--- config.mk ---
export PLATFORM = sky130hd
export DESIGN_NAME = bts_mult
export DESIGN_NICKNAME = d
export VERILOG_FILES = /design/src/bts_pkg.sv /design/src/bts_mult.sv
export SDC_FILE = /design/constraint.sdc
export NUM_CORES = 1
export LEC_CHECK = 0
export ABC_AREA = 1
export BUFFER_PORTS_ARGS = -buffer_cell sky130_fd_sc_hd__buf_2
export CORE_ASPECT_RATIO = 1.2
export CORE_MARGIN = 5
export CORE_UTILIZATION = 25
export CTS_CLUSTER_SIZE = 20
export DETAILED_ROUTE_END_ITERATION = 10
export PLACE_DENSITY = 0.43
export RECOVER_POWER = 25
export SETUP_SLACK_MARGIN = 0.5
export SLEW_MARGIN = 15
export SYNTH_ARGS = -nofsm -noshare
export SYNTH_HDL_FRONTEND = slang
export SYNTH_SLANG_ARGS = --single-unit
--- constraint.sdc ---
create_clock -name clk -period 7.2 [get_ports clk]
set_input_delay 2.16 -clock clk [delete_from_list [all_inputs] [get_ports clk]]
set_output_delay 2.16 -clock clk [all_outputs]
set_load 0.02 [all_outputs]
--- src/bts_pkg.sv ---
// ----------------------------------------------------------------------------
// bts_pkg: shared types and constants of the bilinear texel sampler
// Lane layout of a texel word, multiplier operand widths, register
// indexes and the state codes of the sample sequencer.
// ----------------------------------------------------------------------------
package bts_pkg;

	// A texel word holds four Q4.12 channels: red in the lowest lane.
	localparam int LANES  = 4;
	localparam int LANE_W = 16;
	localparam int WORD_W = LANES * LANE_W;

	// Shared multiplier: signed operands and full-width product.
	localparam int OP_W   = 18;
	localparam int PROD_W = 2 * OP_W;

	// Accumulator of the vertical blend, wide enough for sum < 2^48.
	localparam int ACC_W = 50;

	// Fixed-point constants.
	localparam logic [LANE_W-1:0] ONE_Q412   = 16'd4096;
	localparam logic signed [PROD_W-1:0] HALF_TEXEL = 36'sd32768;
	localparam logic signed [PROD_W-1:0] EDGE_LIMIT = 36'sd32834;

	// Register indexes, taken from byte address bits 3:2.
	localparam logic [1:0] REG_MAP_WIDTH     = 2'd0;
	localparam logic [1:0] REG_MAP_HEIGHT    = 2'd1;
	localparam logic [1:0] REG_CHANNEL_COUNT = 2'd2;

	// Action codes of an input item.
	localparam logic ACT_WRITE  = 1'b0;
	localparam logic ACT_SAMPLE = 1'b1;

	// Write request to the texel memory (address travels on its own).
	typedef struct packed {
		logic              en;
		logic [LANES-1:0]  lanes;
		logic [WORD_W-1:0] data;
	} wr_req_t;

	// Sample sequencer states.
	typedef enum logic [12:0] {
		S_IDLE  = 13'b0000000000001,
		S_LOC_X = 13'b0000000000010,
		S_LOC_Y = 13'b0000000000100,
		S_LOC_W = 13'b0000000001000,
		S_FETCH = 13'b0000000010000,
		S_C_UP  = 13'b0000000100000,
		S_C_DN  = 13'b0000001000000,
		S_C_DIF = 13'b0000010000000,
		S_C_SUB = 13'b0000100000000,
		S_C_M1  = 13'b0001000000000,
		S_C_M2  = 13'b0010000000000,
		S_C_ACC = 13'b0100000000000,
		S_C_OUT = 13'b1000000000000
	} state_t;

endpackage

--- src/bts_mult.sv ---
// ----------------------------------------------------------------------------
// bts_mult: shared signed multiplier
// Takes two 18-bit signed operands and registers the 36-bit product.
// ----------------------------------------------------------------------------
module bts_mult (
	input  logic                               clk,
	input  logic signed [bts_pkg::OP_W-1:0]    op_a,
	input  logic signed [bts_pkg::OP_W-1:0]    op_b,
	output logic signed [bts_pkg::PROD_W-1:0]  prod
);
	import bts_pkg::*;

	logic signed [PROD_W-1:0] prod_q;

	// The product is registered: it is ready in the cycle after the operands.
	always_ff @(posedge clk) begin
		prod_q <= op_a * op_b;
	end

	assign prod = prod_q;

endmodule

# Word level (Yosys, flattened, before mapping)
# Index checks and enable logic that the tools add are counted.
# W data, S select, Z words.
# word_totals
ff_bits	36
inputBits	37
elab_cells	2
# classes
multipliers	1
# ops
op	n
$mul A18 B18 Y36	1

# Depth between registers and ports, before layout
# logic_depth
depth_word	1
ltp_mapped	29
depth_no_buf	27

# Worst setup path before layout
# OpenSTA, ideal clock, no wires.
# synth_timing
path_type	input-to-reg
startpoint	input port op_b[4] in the netlist's numbering
endpoint	register prod_q[33], in the netlist prod[33]
setup_ns	0.112
t_arrival_ns	7.291
required_ns	7.088
setup_slack_ns	-0.203
stages	21
n_path_buf	2
cell_sequence	clkbuf_1 -> clkbuf_1 -> nand2_1 -> fa_1 -> inv_1 -> fa_1 -> fa_1 -> fa_1 -> fa_1 -> inv_1 -> fa_1 -> inv_1 -> ha_1 -> nand2_1 -> inv_1 -> nand2_1 -> nor3_1 -> and2_1 -> nand2_1 -> nand3_1 -> nand2_1
# synth_between
elab_chain_cells	1
# synth_rtl
element	line_no	rtl
start: declaration	bts_mult.sv:8	input logic signed [bts_pkg::OP_W-1:0] op_b,
$mul A18 B18 Y36	bts_mult.sv:17	prod_q <= op_a * op_b;
end signal: assignment	bts_mult.sv:17	
end: declaration	bts_mult.sv:13	logic signed [PROD_W-1:0] prod_q;
# No other way between the ends.

# Worst setup path in the final report
# layout_timing
startpoint	input port op_a[5] in the netlist's numbering
endpoint	register prod_q[27], in the netlist prod[27]
# layout_between
elab_chain_cells	1
# layout_rtl
element	line_no	rtl
start: declaration	bts_mult.sv:7	input logic signed [bts_pkg::OP_W-1:0] op_a,
$mul A18 B18 Y36	bts_mult.sv:17	
# No other way between the ends.

==> flow_summary.yaml <==
critical_path:
  cp_slowest_cell: "fa_1"
  crit_type: "in -> reg"
  max_stage_delay_ps: 560
  arrival_ps: 7070
  path_delay_family: "adder cells"
  crit_buf_inv: 9
  cp_max_fo: 4
  start_kind: "input pin"
  required_ps: 7360
  worstSetupEndpointType: "flip-flop"
layout:
  drive_above_1_share: 0.2474
  n_fill_cell: 5861
  finalNetCount: 2467
  design_area_sq_mm: 0.01814
  largest_reg_flops: 36
  area_growth_pct: 30.55
  num_antenna_cells: 0
  utilization: 0.3303
timing:
  period_share: 0.9585
  worst_pin_slew_ps: 284.5
  fin_tns_setup_ps: 0
  max_slew_margin: 0.8100
  rsz0062_at_grt: "true"
  final_max_slew_viol_count: 0
  max_freq_ghz: 0.1449
  period_minus_slack_ps: 6901
  final.setup.worst_slack_ps: 298.5
  hold_violations: 0
  setup_violations: 0
logic_synthesis:
  avgSynthCellArea_sq_um: 7.611
  ys.flop_type: "dfxtp_1"
  ys_async_sr_fraction: 0
  synth_cell_types: 26
  yosys-top-cells-area: "fa_1 (47%), inv_1 (16%), nand2_1 (14%)"
  synth_area_sq_mm: 0.01390
  synth_edf_count: 0
  syn_nets: 2285
  synthCells: 1826
  ys_ff_latch: 36
  synth_top_cell_by_area: "fa_1"
  synthMostInstantiatedCell: "inv_1"
  seq_area_frac_synth: 0.05186
  yosys_warnings: 0
  synth.top_cells.by_count: "inv_1 (605), nand2_1 (503), fa_1 (329)"
  yosysTopAreaCellShare: 0.4739
clock_tree:
  htreeDepth: 2
  cts.sinks: 36
  numCtsBuffers: 5
  ctsHoldBuffers: 0
  clock_path_buffers: 2
  cts.clk_slew.worst_paths_ps: 60
  clockRootBuffer: "clkbuf_16"
  tritoncts: "done"
floorplan:
  ios: 73
  fp.dieArea_sq_mm: 0.06042
  coreArea_sq_mm: 0.05493
  initial_utilization: 0.2530
  die_h_um: 268.3
  placementRows: 94
  dieWidth_um: 225.2
placement:
  gp_congestion: 0.8280
  hpwl_mm: 35.45
  dp_slack_ps: -423.0
  io_buffers: 72
  postPlaceCellArea_sq_mm: 0.01650
routing:
  drt_iter0_drc: 380
  drcViolationCount: 0
  ant_nets: 0
  vias_per_cell: 4.088
  drt-total-wl_mm: 40.16
  num_vias: 11157
  routedWlPerCell_um: 14.72
  drtPass1Iterations: 5
global_routing:
  grt_remaining_overflow: 0
  grt_pass1_wl_mm: 67.30
  grt_max_degree: 17
  antenna_found_initial: 0
  grt_pass1_vias: 12748
  grt.total_usage: 0.1392
status:
  status: "finished clean"
flow_run:
  drv_cap: 0
worst_hold_path:
  hold_class: "in -> reg"
[worst paths after layout]
| check | slack [ps] | from | endpoint | cells after the start |
|---|---|---|---|---|
| worst max-delay path | 300 | op_a[5] | prod[27] | 25 |
| worst min-delay path | 2410 | op_a[0] | prod[0] | 4 |
[layer usage]
metal  GRT usage  vias to the layer above  wire [um]
met5           0                        -          0
met4     0.01489                        0        459
met3    0.007101                       32        582
met2      0.2741                      101      22110
met1      0.1726                     5657      17010
li1            -                     5367          -
[layout make-up]
| class | instances | area, sq um | share of cell area |
|---|---|---|---|
| inverter | 608 | 2308 | 0.1272 |
| clock inverter | 3 | 42.54 | 0.002345 |
| sequential | 36 | 720.7 | 0.03972 |
| clock buffer | 5 | 125.1 | 0.006897 |
| timing repair buffer | 246 | 2221 | 0.1224 |
| multi-input combinational | 1111 | 11820 | 0.6517 |
| tap | 720 | 900.9 | 0.04966 |
[timing repair]
action | CTS | global route
gates resized for setup | 135 | 180
gates cloned | 1 | 0
setup endpoints to repair | 24 | 25
buffers inserted | 28 | 17
pin swaps | 84 | 114
[placed cells by master (no fill, tap or decap), types with 4 or more instances in the layout]
cell type / instances
a21oi_1: 8
a21oi_2: 11
a21oi_4: 7
and2_4: 4
buf_12: 25
buf_2: 23
buf_4: 140
buf_6: 35
clkbuf_1: 16
clkbuf_16: 5
dfxtp_1: 36
fa_1: 310
fa_2: 19
ha_1: 62
ha_4: 30
inv_1: 548
inv_2: 51
inv_4: 7
nand2_1: 428
nand2_2: 51
nand2_4: 29
nand3_1: 26
nand3_2: 5
nand4_1: 8
nor2_1: 44
nor2_2: 5
nor2_4: 17
o21bai_1: 4
xor2_1: 9
xor2_2: 4
[kinds of logic after synthesis]
| kind of cell | Yosys count | share of synthesized area |
|---|---|---|
| AO/OA/AOI/OAI | 38 | 0.01494 |
| XOR/XNOR | 17 | 0.01071 |
| adder cells (fa/ha/maj) | 422 | 0.5577 |
| buffers and inverters | 679 | 0.1834 |
| flip-flops | 36 | 0.05186 |
| AND/OR/NAND/NOR | 634 | 0.1814 |
[tightest hold or removal path, delay by kind of cell]
kind,cells,cell delay [ps]
buffers and inverters,3,400
AND/OR/NAND/NOR,1,90
[metrics by stage]
stage | hold WS (ps) | std cells
after floorplan | 2450 | 1826
after global placement | 2580 | 2675
after detailed placement | 2579 | 2675
after CTS | 2418 | 2712
after global routing | 2434 | 2729
final | 2406 | 2729
Power is left out: the tool's default activity adds up to more than one toggle a clock period on the data nets, which glitch-free logic cannot reach.
